`config.mk`:
```
export PLATFORM = sky130hd
export DESIGN_NAME = wav_stream_parser_top
export DESIGN_NICKNAME = d
export VERILOG_FILES = /design/src/hdl/wsp_pkg.sv /design/src/hdl/wsp_div.sv /design/src/hdl/wsp_dp.sv /design/src/hdl/wsp_ctrl.sv /design/src/hdl/wav_stream_parser_top.sv
export VERILOG_INCLUDE_DIRS = /design/src /design/src/hdl
export SDC_FILE = /design/constraint.sdc
export NUM_CORES = 1
export LEC_CHECK = 0
export ABC_AREA = 1
export ABC_CLOCK_PERIOD_IN_PS = 11500
export CAP_MARGIN = 40
export CORE_MARGIN = 2
export CORE_UTILIZATION = 35
export DETAILED_ROUTE_END_ITERATION = 12
export DONT_BUFFER_PORTS = 1
export GPL_TIMING_DRIVEN = 0
export PLACE_DENSITY = 0.47
export SYNTH_ARGS = -nofsm -noshare
export SYNTH_HDL_FRONTEND = slang
export SYNTH_SLANG_ARGS = --single-unit
```
`constraint.sdc`:
```
create_clock -name i_clk -period 11.5 [get_ports i_clk]
set_input_delay 1.15 -clock i_clk [delete_from_list [all_inputs] [get_ports i_clk]]
set_output_delay 1.15 -clock i_clk [all_outputs]
set_load 0.01 [all_outputs]
```
`src/hdl/wav_stream_parser_top_assert.svh`:
```
// assertion macros for the wav stream parser
`ifndef WAV_STREAM_PARSER_TOP_ASSERT_SVH
`define WAV_STREAM_PARSER_TOP_ASSERT_SVH

// consequent holds in the same cycle as the antecedent
`define WSP_ASSERT_SAME(lbl, ante, cons) \
    lbl: assert property (@(posedge i_clk) disable iff (!i_rst_n) (ante) |-> (cons)) \
        else $error("wav stream parser check failed");

// consequent holds in the cycle after the antecedent
`define WSP_ASSERT_NEXT(lbl, ante, cons) \
    lbl: assert property (@(posedge i_clk) disable iff (!i_rst_n) (ante) |=> (cons)) \
        else $error("wav stream parser check failed");

`endif

```
`src/hdl/wsp_pkg.sv`:
```
`default_nettype none

package wsp_pkg;

    // header tags, first byte in the top bits
    localparam logic [31:0] TAG_RIFF = 32'h5249_4646;
    localparam logic [31:0] TAG_WAVE = 32'h5741_5645;
    localparam logic [31:0] TAG_FMT  = 32'h666D_7420;
    localparam logic [31:0] TAG_DATA = 32'h6461_7461;

    // byte positions inside the fixed header
    localparam logic [5:0] HP_RIFF_END = 6'd3;
    localparam logic [5:0] HP_WAVE_END = 6'd11;
    localparam logic [5:0] HP_FMT_END  = 6'd15;
    localparam logic [5:0] HP_FMT_LO   = 6'd20;
    localparam logic [5:0] HP_FMT_HI   = 6'd21;
    localparam logic [5:0] HP_CH_LO    = 6'd22;
    localparam logic [5:0] HP_CH_HI    = 6'd23;
    localparam logic [5:0] HP_RATE_0   = 6'd24;
    localparam logic [5:0] HP_RATE_1   = 6'd25;
    localparam logic [5:0] HP_RATE_2   = 6'd26;
    localparam logic [5:0] HP_RATE_3   = 6'd27;
    localparam logic [5:0] HP_ALIGN_LO = 6'd32;
    localparam logic [5:0] HP_ALIGN_HI = 6'd33;
    localparam logic [5:0] HP_WIDTH_LO = 6'd34;
    localparam logic [5:0] HP_WIDTH_HI = 6'd35;
    localparam logic [5:0] HP_LEN_END  = 6'd3;

    localparam logic [15:0] FMT_PCM  = 16'd1;
    localparam logic [15:0] WIDTH_8  = 16'd8;
    localparam logic [15:0] WIDTH_16 = 16'd16;
    localparam logic [15:0] WIDTH_32 = 16'd32;

    // divider: one quotient bit per cycle
    localparam int unsigned    DIV_STEPS = 32;
    localparam int unsigned    DIV_CNT_W = $clog2(DIV_STEPS + 1);

    localparam int unsigned OUT_TDATA_W = 152;

    typedef enum logic [1:0] {
        KIND_HEADER = 2'd0,
        KIND_SAMPLE = 2'd1,
        KIND_ERROR  = 2'd2
    } t_kind;

    typedef enum logic [2:0] {
        ERR_NONE      = 3'd0,
        ERR_NOT_RIFF  = 3'd1,
        ERR_NOT_WAVE  = 3'd2,
        ERR_NOT_PCM   = 3'd3,
        ERR_TRUNCATED = 3'd4,
        ERR_ZERO_ALGN = 3'd5,
        ERR_BAD_WIDTH = 3'd6
    } t_err;

    typedef enum logic [2:0] {
        OP_NONE = 3'd0,
        OP_HEAD = 3'd1,
        OP_SCAN = 3'd2,
        OP_LEN  = 3'd3,
        OP_DATA = 3'd4,
        OP_LOAD = 3'd5
    } t_op;

    // controller to datapath
    typedef struct packed {
        t_op   op;
        logic  div_start;
        logic  out_load;
        t_kind kind;
        t_err  err;
    } t_cmd;

    // datapath to controller
    typedef struct packed {
        logic riff_bad;
        logic wave_bad;
        logic pcm_bad;
        logic head_done;
        logic data_hit;
        logic len_done;
        logic align_zero;
        logic width_bad;
        logic sample_done;
        logic last_next;
        logic samples_zero;
        logic div_done;
        logic fc_zero;
    } t_stat;

    // one result item
    typedef struct packed {
        t_kind              kind;
        logic signed [31:0] sample;
        logic               last_sample;
        logic [15:0]        channels;
        logic [31:0]        sample_rate;
        logic [15:0]        block_align;
        logic [15:0]        bits_per_sample;
        logic [31:0]        frame_count;
        t_err               error_code;
    } t_result;

endpackage

`default_nettype wire

```
`src/hdl/wsp_div.sv`:
```
`default_nettype none

module wsp_div (
    input  wire logic        i_clk,
    input  wire logic        i_rst_n,
    input  wire logic        i_start,
    input  wire logic [31:0] i_dividend,
    input  wire logic [15:0] i_divisor,
    output logic             o_done,
    output logic [31:0]      o_quotient
);

    logic                          r_busy, n_busy;
    logic                          r_done, n_done;
    logic [wsp_pkg::DIV_CNT_W-1:0] r_cnt, n_cnt;
    logic [31:0]                   r_q, n_q;
    logic [15:0]                   r_rem, n_rem;
    logic [15:0]                   r_dvs, n_dvs;

    logic [16:0] rem_sh;
    logic [16:0] diff;
    logic        ge;

    // restoring step: shift in next dividend bit, subtract if it fits
    assign rem_sh = {r_rem, r_q[31]};
    assign diff   = rem_sh - {1'b0, r_dvs};
    assign ge     = rem_sh >= {1'b0, r_dvs};

    always_comb begin
        n_busy = r_busy;
        n_done = r_done;
        n_cnt  = r_cnt;
        n_q    = r_q;
        n_rem  = r_rem;
        n_dvs  = r_dvs;
        if (i_start) begin
            n_busy = 1'b1;
            n_done = 1'b0;
            n_cnt  = wsp_pkg::DIV_CNT_W'(wsp_pkg::DIV_STEPS);
            n_q    = i_dividend;
            n_rem  = '0;
            n_dvs  = i_divisor;
        end else if (r_busy) begin
            n_rem = ge ? diff[15:0] : rem_sh[15:0];
            n_q   = {r_q[30:0], ge};
            n_cnt = r_cnt - 1'b1;
            if (r_cnt == wsp_pkg::DIV_CNT_W'(1)) begin
                n_busy = 1'b0;
                n_done = 1'b1;
            end
        end
    end

    // control state
    always_ff @(posedge i_clk) begin
        if (!i_rst_n) begin
            r_busy <= 1'b0;
            r_done <= 1'b0;
            r_cnt  <= '0;
        end else begin
            r_busy <= n_busy;
            r_done <= n_done;
            r_cnt  <= n_cnt;
        end
    end

    // operands
    always_ff @(posedge i_clk) begin
        r_q   <= n_q;
        r_rem <= n_rem;
        r_dvs <= n_dvs;
    end

    assign o_done     = r_done;
    assign o_quotient = r_q;

endmodule

`default_nettype wire

```
`src/hdl/wsp_dp.sv`:
```
`default_nettype none

module wsp_dp (
    input  wire logic             i_clk,
    input  wire logic             i_rst_n,
    input  wire logic [7:0]       i_byte,
    input  wire logic             i_start,
    input  wire wsp_pkg::t_cmd    i_cmd,
    output wsp_pkg::t_stat        o_stat,
    output wsp_pkg::t_result      o_res
);

    logic [5:0]  r_hp, n_hp;
    logic [31:0] r_win, n_win;
    logic [31:0] r_fa, n_fa;
    logic [15:0] r_chan, n_chan;
    logic [31:0] r_rate, n_rate;
    logic [15:0] r_align, n_align;
    logic [15:0] r_width, n_width;
    logic [31:0] r_left, n_left;
    logic [1:0]  r_idx, n_idx;
    wsp_pkg::t_result r_res, n_res;

    logic [5:0]  eff_hp;
    logic [31:0] eff_win;
    logic [31:0] eff_fa;
    logic [31:0] win_next;
    logic [31:0] len_fa;
    logic [31:0] data_fa;
    logic [1:0]  last_idx;
    logic signed [31:0] sample_val;
    logic        div_done;
    logic [31:0] quot;

    // a start byte is position zero of a fresh parse
    assign eff_hp   = i_start ? '0 : r_hp;
    assign eff_win  = i_start ? '0 : r_win;
    assign eff_fa   = i_start ? '0 : r_fa;
    assign win_next = {eff_win[23:0], i_byte};

    // length field assembly, little endian
    always_comb begin
        len_fa = r_fa;
        unique case (r_hp[1:0])
            2'd0:    len_fa[7:0]   = i_byte;
            2'd1:    len_fa[15:8]  = i_byte;
            2'd2:    len_fa[23:16] = i_byte;
            default: len_fa[31:24] = i_byte;
        endcase
    end

    // sample assembly, little endian
    always_comb begin
        data_fa = r_fa;
        unique case (r_idx)
            2'd0:    data_fa[7:0]   = i_byte;
            2'd1:    data_fa[15:8]  = i_byte;
            2'd2:    data_fa[23:16] = i_byte;
            default: data_fa[31:24] = i_byte;
        endcase
    end

    // final byte index and sample decode by word length
    always_comb begin
        if (r_width == wsp_pkg::WIDTH_8) begin
            last_idx   = 2'd0;
            sample_val = {{24{~data_fa[7]}}, ~data_fa[7], data_fa[6:0]};
        end else if (r_width == wsp_pkg::WIDTH_16) begin
            last_idx   = 2'd1;
            sample_val = {{16{data_fa[15]}}, data_fa[15:0]};
        end else begin
            last_idx   = 2'd3;
            sample_val = data_fa;
        end
    end

    // status for the controller
    always_comb begin
        o_stat.riff_bad  = (eff_hp == wsp_pkg::HP_RIFF_END) && (win_next != wsp_pkg::TAG_RIFF);
        o_stat.wave_bad  = (eff_hp == wsp_pkg::HP_FMT_END)
                           && ((eff_fa != '0) || (win_next != wsp_pkg::TAG_FMT));
        o_stat.pcm_bad   = (eff_hp == wsp_pkg::HP_FMT_HI)
                           && ({i_byte, eff_fa[7:0]} != wsp_pkg::FMT_PCM);
        o_stat.head_done = (eff_hp >= wsp_pkg::HP_WIDTH_HI);
        o_stat.data_hit  = (win_next == wsp_pkg::TAG_DATA);
        o_stat.len_done  = (r_hp >= wsp_pkg::HP_LEN_END);
        o_stat.align_zero   = (r_align == '0);
        o_stat.width_bad    = !((r_width == wsp_pkg::WIDTH_8) || (r_width == wsp_pkg::WIDTH_16)
                                || (r_width == wsp_pkg::WIDTH_32));
        o_stat.sample_done  = (r_idx == last_idx);
        o_stat.last_next    = (r_left == 32'd1);
        o_stat.samples_zero = (r_left == '0);
        o_stat.div_done     = div_done;
        o_stat.fc_zero      = (quot == '0);
    end

    // frame count divider
    wsp_div u_div (
        .i_clk      (i_clk),
        .i_rst_n    (i_rst_n),
        .i_start    (i_cmd.div_start),
        .i_dividend (len_fa),
        .i_divisor  (r_align),
        .o_done     (div_done),
        .o_quotient (quot)
    );

    // parse registers
    always_comb begin
        n_hp    = r_hp;
        n_win   = r_win;
        n_fa    = r_fa;
        n_chan  = r_chan;
        n_rate  = r_rate;
        n_align = r_align;
        n_width = r_width;
        n_left  = r_left;
        n_idx   = r_idx;
        unique case (i_cmd.op)
            wsp_pkg::OP_HEAD: begin
                n_win = win_next;
                n_fa  = eff_fa;
                if (eff_hp == wsp_pkg::HP_WAVE_END) begin
                    n_fa = {31'd0, win_next != wsp_pkg::TAG_WAVE};
                end
                if (eff_hp == wsp_pkg::HP_FMT_LO) begin
                    n_fa = {24'd0, i_byte};
                end
                if (eff_hp == wsp_pkg::HP_CH_LO)    n_chan[7:0]    = i_byte;
                if (eff_hp == wsp_pkg::HP_CH_HI)    n_chan[15:8]   = i_byte;
                if (eff_hp == wsp_pkg::HP_RATE_0)   n_rate[7:0]    = i_byte;
                if (eff_hp == wsp_pkg::HP_RATE_1)   n_rate[15:8]   = i_byte;
                if (eff_hp == wsp_pkg::HP_RATE_2)   n_rate[23:16]  = i_byte;
                if (eff_hp == wsp_pkg::HP_RATE_3)   n_rate[31:24]  = i_byte;
                if (eff_hp == wsp_pkg::HP_ALIGN_LO) n_align[7:0]   = i_byte;
                if (eff_hp == wsp_pkg::HP_ALIGN_HI) n_align[15:8]  = i_byte;
                if (eff_hp == wsp_pkg::HP_WIDTH_LO) n_width[7:0]   = i_byte;
                if (eff_hp == wsp_pkg::HP_WIDTH_HI) n_width[15:8]  = i_byte;
                if (o_stat.head_done) begin
                    n_hp  = '0;
                    n_win = '0;
                end else begin
                    n_hp = eff_hp + 6'd1;
                end
            end
            wsp_pkg::OP_SCAN: begin
                n_win = win_next;
                if (o_stat.data_hit) begin
                    n_hp = '0;
                    n_fa = '0;
                end
            end
            wsp_pkg::OP_LEN: begin
                n_fa = len_fa;
                if (!o_stat.len_done) begin
                    n_hp = r_hp + 6'd1;
                end
            end
            wsp_pkg::OP_DATA: begin
                if (o_stat.sample_done) begin
                    n_fa   = '0;
                    n_idx  = '0;
                    n_left = r_left - 32'd1;
                end else begin
                    n_fa  = data_fa;
                    n_idx = r_idx + 2'd1;
                end
            end
            wsp_pkg::OP_LOAD: begin
                n_left = quot;
                n_fa   = '0;
                n_idx  = '0;
                n_hp   = '0;
            end
            default: begin
            end
        endcase
    end

    // result item, unused fields zero
    always_comb begin
        n_res = r_res;
        if (i_cmd.out_load) begin
            n_res            = '0;
            n_res.kind       = i_cmd.kind;
            n_res.error_code = wsp_pkg::ERR_NONE;
            unique case (i_cmd.kind)
                wsp_pkg::KIND_HEADER: begin
                    n_res.channels        = r_chan;
                    n_res.sample_rate     = r_rate;
                    n_res.block_align     = r_align;
                    n_res.bits_per_sample = r_width;
                    n_res.frame_count     = quot;
                end
                wsp_pkg::KIND_SAMPLE: begin
                    n_res.sample      = sample_val;
                    n_res.last_sample = o_stat.last_next;
                end
                default: begin
                    n_res.error_code = i_cmd.err;
                end
            endcase
        end
    end

    always_ff @(posedge i_clk) begin
        if (!i_rst_n) begin
            r_hp    <= '0;
            r_win   <= '0;
            r_fa    <= '0;
            r_chan  <= '0;
            r_rate  <= '0;
            r_align <= '0;
            r_width <= '0;
            r_left  <= '0;
            r_idx   <= '0;
        end else begin
            r_hp    <= n_hp;
            r_win   <= n_win;
            r_fa    <= n_fa;
            r_chan  <= n_chan;
            r_rate  <= n_rate;
            r_align <= n_align;
            r_width <= n_width;
            r_left  <= n_left;
            r_idx   <= n_idx;
        end
    end

    // output payload
    always_ff @(posedge i_clk) begin
        r_res <= n_res;
    end

    assign o_res = r_res;

endmodule

`default_nettype wire

```
`src/hdl/wsp_ctrl.sv`:
```
`default_nettype none

module wsp_ctrl (
    input  wire logic          i_clk,
    input  wire logic          i_rst_n,
    input  wire logic          i_s_valid,
    input  wire logic          i_start,
    input  wire logic          i_end,
    input  wire logic          i_m_ready,
    input  wire wsp_pkg::t_stat i_stat,
    output logic               o_s_ready,
    output logic               o_m_valid,
    output wsp_pkg::t_cmd      o_cmd
);

    typedef enum logic [5:0] {
        S_IDLE = 6'b000001,
        S_HEAD = 6'b000010,
        S_SCAN = 6'b000100,
        S_LEN  = 6'b001000,
        S_DIV  = 6'b010000,
        S_DATA = 6'b100000
    } t_state;

    t_state r_state, n_state;
    t_state eff_state;
    logic   r_end_hold, n_end_hold;
    logic   r_out_valid, n_out_valid;
    logic   out_free;
    logic   in_fire;

    assign out_free  = !r_out_valid || i_m_ready;
    assign o_s_ready = (r_state != S_DIV) && out_free;
    assign in_fire   = i_s_valid && o_s_ready;
    assign eff_state = i_start ? S_HEAD : r_state;

    // next state and datapath commands
    always_comb begin
        n_state       = r_state;
        n_end_hold    = r_end_hold;
        o_cmd         = '0;
        o_cmd.op      = wsp_pkg::OP_NONE;
        o_cmd.kind    = wsp_pkg::KIND_HEADER;
        o_cmd.err     = wsp_pkg::ERR_NONE;
        if (in_fire) begin
            unique case (eff_state)
                S_HEAD: begin
                    o_cmd.op   = wsp_pkg::OP_HEAD;
                    o_cmd.kind = wsp_pkg::KIND_ERROR;
                    priority if (i_stat.riff_bad) begin
                        o_cmd.out_load = 1'b1;
                        o_cmd.err      = wsp_pkg::ERR_NOT_RIFF;
                        n_state        = S_IDLE;
                    end else if (i_stat.wave_bad) begin
                        o_cmd.out_load = 1'b1;
                        o_cmd.err      = wsp_pkg::ERR_NOT_WAVE;
                        n_state        = S_IDLE;
                    end else if (i_stat.pcm_bad) begin
                        o_cmd.out_load = 1'b1;
                        o_cmd.err      = wsp_pkg::ERR_NOT_PCM;
                        n_state        = S_IDLE;
                    end else if (i_end) begin
                        o_cmd.out_load = 1'b1;
                        o_cmd.err      = wsp_pkg::ERR_TRUNCATED;
                        n_state        = S_IDLE;
                    end else begin
                        n_state = i_stat.head_done ? S_SCAN : S_HEAD;
                    end
                end
                S_SCAN: begin
                    o_cmd.op   = wsp_pkg::OP_SCAN;
                    o_cmd.kind = wsp_pkg::KIND_ERROR;
                    if (i_end) begin
                        o_cmd.out_load = 1'b1;
                        o_cmd.err      = wsp_pkg::ERR_TRUNCATED;
                        n_state        = S_IDLE;
                    end else if (i_stat.data_hit) begin
                        n_state = S_LEN;
                    end
                end
                S_LEN: begin
                    o_cmd.op   = wsp_pkg::OP_LEN;
                    o_cmd.kind = wsp_pkg::KIND_ERROR;
                    priority if (i_stat.len_done && i_stat.align_zero) begin
                        o_cmd.out_load = 1'b1;
                        o_cmd.err      = wsp_pkg::ERR_ZERO_ALGN;
                        n_state        = S_IDLE;
                    end else if (i_stat.len_done) begin
                        o_cmd.div_start = 1'b1;
                        n_end_hold      = i_end;
                        n_state         = S_DIV;
                    end else if (i_end) begin
                        o_cmd.out_load = 1'b1;
                        o_cmd.err      = wsp_pkg::ERR_TRUNCATED;
                        n_state        = S_IDLE;
                    end else begin
                        n_state = S_LEN;
                    end
                end
                S_DATA: begin
                    priority if (i_stat.samples_zero) begin
                        n_state = S_IDLE;
                    end else if (i_stat.width_bad) begin
                        o_cmd.out_load = 1'b1;
                        o_cmd.kind     = wsp_pkg::KIND_ERROR;
                        o_cmd.err      = wsp_pkg::ERR_BAD_WIDTH;
                        n_state        = S_IDLE;
                    end else begin
                        o_cmd.op = wsp_pkg::OP_DATA;
                        if (i_stat.sample_done) begin
                            o_cmd.out_load = 1'b1;
                            o_cmd.kind     = wsp_pkg::KIND_SAMPLE;
                            if (i_stat.last_next || i_end) begin
                                n_state = S_IDLE;
                            end
                        end else if (i_end) begin
                            n_state = S_IDLE;
                        end
                    end
                end
                S_IDLE, S_DIV: begin
                end
                default: begin
                    n_state = S_IDLE;
                end
            endcase
        end else if ((r_state == S_DIV) && i_stat.div_done && out_free) begin
            // quotient ready: header item and sample count
            o_cmd.op       = wsp_pkg::OP_LOAD;
            o_cmd.out_load = 1'b1;
            o_cmd.kind     = wsp_pkg::KIND_HEADER;
            n_state        = (r_end_hold || i_stat.fc_zero) ? S_IDLE : S_DATA;
        end
    end

    // output item valid
    assign n_out_valid = (r_out_valid && !i_m_ready) || o_cmd.out_load;

    always_ff @(posedge i_clk) begin
        if (!i_rst_n) begin
            r_state     <= S_IDLE;
            r_end_hold  <= 1'b0;
            r_out_valid <= 1'b0;
        end else begin
            r_state     <= n_state;
            r_end_hold  <= n_end_hold;
            r_out_valid <= n_out_valid;
        end
    end

    assign o_m_valid = r_out_valid;

endmodule

`default_nettype wire

```
`src/hdl/wav_stream_parser_top.sv`:
```
// a sample or error item appears in the cycle after the byte that completes it
// header item: follows the last data-length byte once the 32-step serial divider is done
// throughput: one byte per cycle while the output is free, input held off once per file while dividing
// an output item that is waiting and not taken holds off the input
// reset: synchronous active-low, parse goes idle and the output register empties
`default_nettype none

module wav_stream_parser_top (
    input  wire logic                              i_clk,
    input  wire logic                              i_rst_n,
    input  wire logic                              s_axis_tvalid,
    output logic                                   s_axis_tready,
    input  wire logic [7:0]                        s_axis_tdata,  // byte_value
    input  wire logic                              s_axis_tuser,  // file_start
    input  wire logic                              s_axis_tlast,  // file_end
    output logic                                   m_axis_tvalid,
    input  wire logic                              m_axis_tready,
    // sample, channels, sample_rate, block_align, bits_per_sample,
    // frame_count, error_code, zero fill
    output logic [wsp_pkg::OUT_TDATA_W-1:0]        m_axis_tdata,
    output logic [1:0]                             m_axis_tuser,  // kind
    output logic                                   m_axis_tlast   // last_sample
);

    `include "wav_stream_parser_top_assert.svh"

    wsp_pkg::t_cmd    cmd;
    wsp_pkg::t_stat   stat;
    wsp_pkg::t_result res;

    // header and sample datapath
    wsp_dp u_dp (
        .i_clk   (i_clk),
        .i_rst_n (i_rst_n),
        .i_byte  (s_axis_tdata),
        .i_start (s_axis_tuser),
        .i_cmd   (cmd),
        .o_stat  (stat),
        .o_res   (res)
    );

    // parse sequencer
    wsp_ctrl u_ctrl (
        .i_clk     (i_clk),
        .i_rst_n   (i_rst_n),
        .i_s_valid (s_axis_tvalid),
        .i_start   (s_axis_tuser),
        .i_end     (s_axis_tlast),
        .i_m_ready (m_axis_tready),
        .i_stat    (stat),
        .o_s_ready (s_axis_tready),
        .o_m_valid (m_axis_tvalid),
        .o_cmd     (cmd)
    );

    // output packing
    assign m_axis_tdata = {5'd0, res.error_code, res.frame_count, res.bits_per_sample,
                           res.block_align, res.sample_rate, res.channels, res.sample};
    assign m_axis_tuser = res.kind;
    assign m_axis_tlast = res.last_sample;

    // divider start holds off input
    `WSP_ASSERT_NEXT(a_div_stalls_input, cmd.div_start, !s_axis_tready)
    // a waiting item is never overwritten
    `WSP_ASSERT_SAME(a_no_overwrite, cmd.out_load, !m_axis_tvalid || m_axis_tready)
    // last marker only on samples
    `WSP_ASSERT_SAME(a_last_on_sample, m_axis_tvalid && m_axis_tlast,
                     m_axis_tuser == wsp_pkg::KIND_SAMPLE)
    // error items carry a code
    `WSP_ASSERT_SAME(a_err_has_code, cmd.out_load && (cmd.kind == wsp_pkg::KIND_ERROR),
                     cmd.err != wsp_pkg::ERR_NONE)

endmodule

`default_nettype wire

```
==> summary.md <==
| Metric | Value |
|---|---|
| I/O pin cnt | 171 |
| # H-tree levels | 2 |
| Synth top area cells | edfxtp_1 29%, dfxtp_1 20%, nand2_1 9.5% |
| GRT Resource Usage Total | 0.227 |
| Clock transition at path regs | 0.06 ns |
| Post-route minimum period | 4.23 ns |
| CTS root buf | clkbuf_16 |
| Clock Latency Late Sink | 0.60 ns |
| Drt drc | 0 |
| Die ar. | 60,100 sq um |
| PostCTS Resize Cnt | 0 |
| Layout Utilization | 0.399 |
| Series of cell instances along the critical path | buf_4, buf_4, clkbuf_1, nor2_1, ha_1, and2_1, nand2_1, nor2_1, nand2_1, nand3_1, nand2_1, nand3_1, nand2_1, nand2_4, buf_16 |
| Area post-placement | 21,400 sq um |
| Placement Rows | 88 |
| Count of unique library cells instantiated by Yosys | 49 |
| Commonest cells after routing, fill and taps aside | 515 x nand2_1, 380 x nor2_1, 264 x inv_1 |
| Dominant synthesized flop cell | dfxtp_1 |
| Sequential cell area | 10,100 sq um |
| Total grt overflow | 0 |
| Commonest non-fill, non-tap cell in the layout | nand2_1 |
| Worst VDD drop | 93.6 uV |
| Initial antenna violation count | 1 |
| Critical path class | in2reg |
| Synth Area per Inst | 8.01 sq um |
| Finish-stage setup viols | 0 |
| Quantity of I/O buffers inserted on ports | 0 |
| Routed WL per cell | 20.1 um |
| CTS Sinks | 406 |
| Min setup slack post-route | 7.27 ns |
| CP max FO | 60 |
| Synth async-reset ratio | 0 |
| Register-to-Register Setup Slack | 8.04 ns |
| Sequential cell area fraction in the yosys report | 0.497 |
| Number of filler cells placed in the layout | 5,914 |
| Flops & latches, synth | 406 |
| Detailed-routing iteration count for the pre-antenna-repair pass | 7 |
| Crit-path most repeated cell | nand2_1 |
| Setup TNS after final layout | 0 ns |
| Routed wire length | 68,400 um |
| Met2 wire length | 31,700 um |
| Final hold violation count | 0 |
| Mapped cell area | 20,400 sq um |
| Met3 wire length | 4250 um |
| Data arrival time of the critical path | 4.51 ns |
| Kind of end point of the critical path | flip-flop |
| Starting utilization of the core area | 0.353 |
| P&R area growth vs syn | 12.8% |
| Die width | 245 um |
| Synth area leader | edfxtp_1 |
| Unrepaired setup endpoints after global routing | false |
| Non-Filler Cell Area, Final | 22,900 sq um |
| Transition time of the tightest slew-check pin | 0.927 ns |
| Area share of the largest cell type after synthesis | 0.292 |
| Post-route ant nets | 0 |
| Worst setup SP type | input pin |
| Cts bufs inserted | 46 |
| Ratio of routed vias to standard cells | 5.12 |
| Largest net degree at the start of global routing | 68 |
| Antenna Cells | 0 |
| Share of the cycle needed by the critical path after routing | 0.368 |
| Net count reported at finish | 2,646 |
| Fraction of layout instances using a drive strength above 1 | 0.0834 |
| Fmax | 0.237 GHz |
| Via count of the first global-routing pass | 16.9k |
| Post-synth EDFFs | 198 |
| Buffers inserted during post-CTS setup optimization | 0 |
| Power Dens Cells | 147 nW/um^2 |
| Iteration-0 DRC Markers | 1,414 |
| HPWL reported at the end of detailed placement | 50,500 um |
| CTS tree | done |
| Core ar. | 57,600 sq um |
| Setup Skew | 0.0191 ns |
| Cts-stage hold buffer count | 0 |
| Worst slew margin relative to its limit | 0.379 |
| Wire length of the first global-routing pass | 104,000 um |
| Die height | 245 um |
| Outcome | completed |
| Number of warnings reported in the yosys synthesis log | 0 |
| Count of pins over their slew limit | 0 |
| # Max-Cap Violations | 0 |
| Setup slack after placement | 6.76 ns |
| Max stage delay cell, worst path | clkbuf_1 |
| Count of mapped cells out of synthesis | 2,540 |
| Multi-input gate area | 8480 sq um |
| Leakage dissipation | 0.00894 uW |
| Top sig layer | met4 |
| Maximum buffer depth of the clock tree | 3 |
| Routability-driven placement congestion ratio | 0.936 |
| Hold Path Class | reg2reg |
| Routed metal-1 wirelength | 30,500 um |
| Slowest Stage Delay on Critical Path | 0.65 ns |
| Number of vias in the routed layout | 17.4k |
| Data required time of the worst path | 11.78 ns |
path summary, 6_finish.rpt:
| check | start | end | cells after the start |
|---|---|---|---|
| worst max-delay path | s_axis_tuser | u_dp.o_res[68] | 15 |
| worst min-delay path | u_dp.r_align[13] | u_dp.u_div.r_dvs[13] | 0 |
| worst max register to register | u_dp.r_hp[0] | u_dp.o_res[71] | 11 |
| worst min register to register | u_dp.r_align[13] | u_dp.u_div.r_dvs[13] | 0 |
where the power goes:
| group | switching, uW | total, uW | internal, uW |
|---|---|---|---|
| sequential | 33.4 | 1590 | 1550 |
| combinational | 214 | 296 | 82.5 |
| clock | 625 | 1500 | 872 |
kinds of logic after synthesis:
group,share of synthesized area
other,0.000184
AND/OR/NAND/NOR,0.248
AO/OA/AOI/OAI,0.128
flip-flops,0.497
XOR/XNOR,0.0189
buffers and inverters,0.0877
adder cells (fa/ha/maj),0.0207
synth_stat cells, types with 2 or more instances:
library cell,instances
clkbuf_1,59
o211ai_1,23
nand3_2,5
o21ai_2,4
buf_6,12
xnor2_1,18
ha_1,32
nand2_4,2
a22oi_1,9
nand2_1,516
a21oi_1,148
nor2_2,14
a31oi_1,25
nor3_4,3
nand4_1,31
dfxtp_1,208
o21ai_1,8
nand3_1,131
a21o_1,2
nand4_2,4
inv_2,14
o21a_1,2
nor2_1,380
buf_4,23
o21ai_0,190
buf_1,5
o22ai_1,8
nor3_2,3
nor3_1,53
nor2_4,10
a211oi_1,44
nor4_1,5
nand2_2,6
buf_2,38
or2_2,5
edfxtp_1,198
inv_1,265
xor2_1,26
worst max-delay path: cells and delay by family:
family	cells	cell delay, ns
adder cells (fa/ha/maj)	1	0.35
AND/OR/NAND/NOR	10	1.52
buffers and inverters	4	1.36
per-layer routing:
layer	vias to the layer above	GRT usage
li1	8515	-
met1	8307	0.308
met2	510	0.366
met3	98	0.0386
met4	0	0.0708
met5	-	0
stage by stage:
stage               total power [uW]  instances  hold WS, ns
finish                          3380       3402        0.428
global route                    3500       3402        0.432
CTS                             3410       3402        0.429
detailed placement              1910       3316        0.415
global placement                1910       3309        0.414
floorplan                       1810       2544        0.408
registers in the layout (all words and copies together) (netlist names):
name and cells:
u_dp.r_rate 32, u_dp.u_div.r_cnt 6, u_dp.o_res 150, u_dp.u_div.r_dvs 16, u_ctrl.r_state 6, u_dp.r_idx 2, u_dp.r_win 24, u_dp.u_div.r_rem 16
u_dp.u_div.r_busy 1, u_dp.r_width 16, u_dp.r_left 32, u_dp.r_fa 32, u_dp.r_chan 16, u_dp.u_div.o_done 1, u_dp.u_div.o_quotient 32, u_dp.r_hp 6
u_dp.r_align 16, u_ctrl.o_m_valid 1, u_ctrl.r_end_hold 1
layout make-up:
cell class / instances / share of cell area
timing repair buffer: 7 / 0.00474
multi-input combinational: 1722 / 0.370
clock inverter: 20 / 0.00960
sequential: 406 / 0.441
clock buffer: 66 / 0.0561
tap: 765 / 0.0417
inverter: 279 / 0.0456
buffer: 137 / 0.0322
Note: power is estimated with default switching activity, not from simulation.
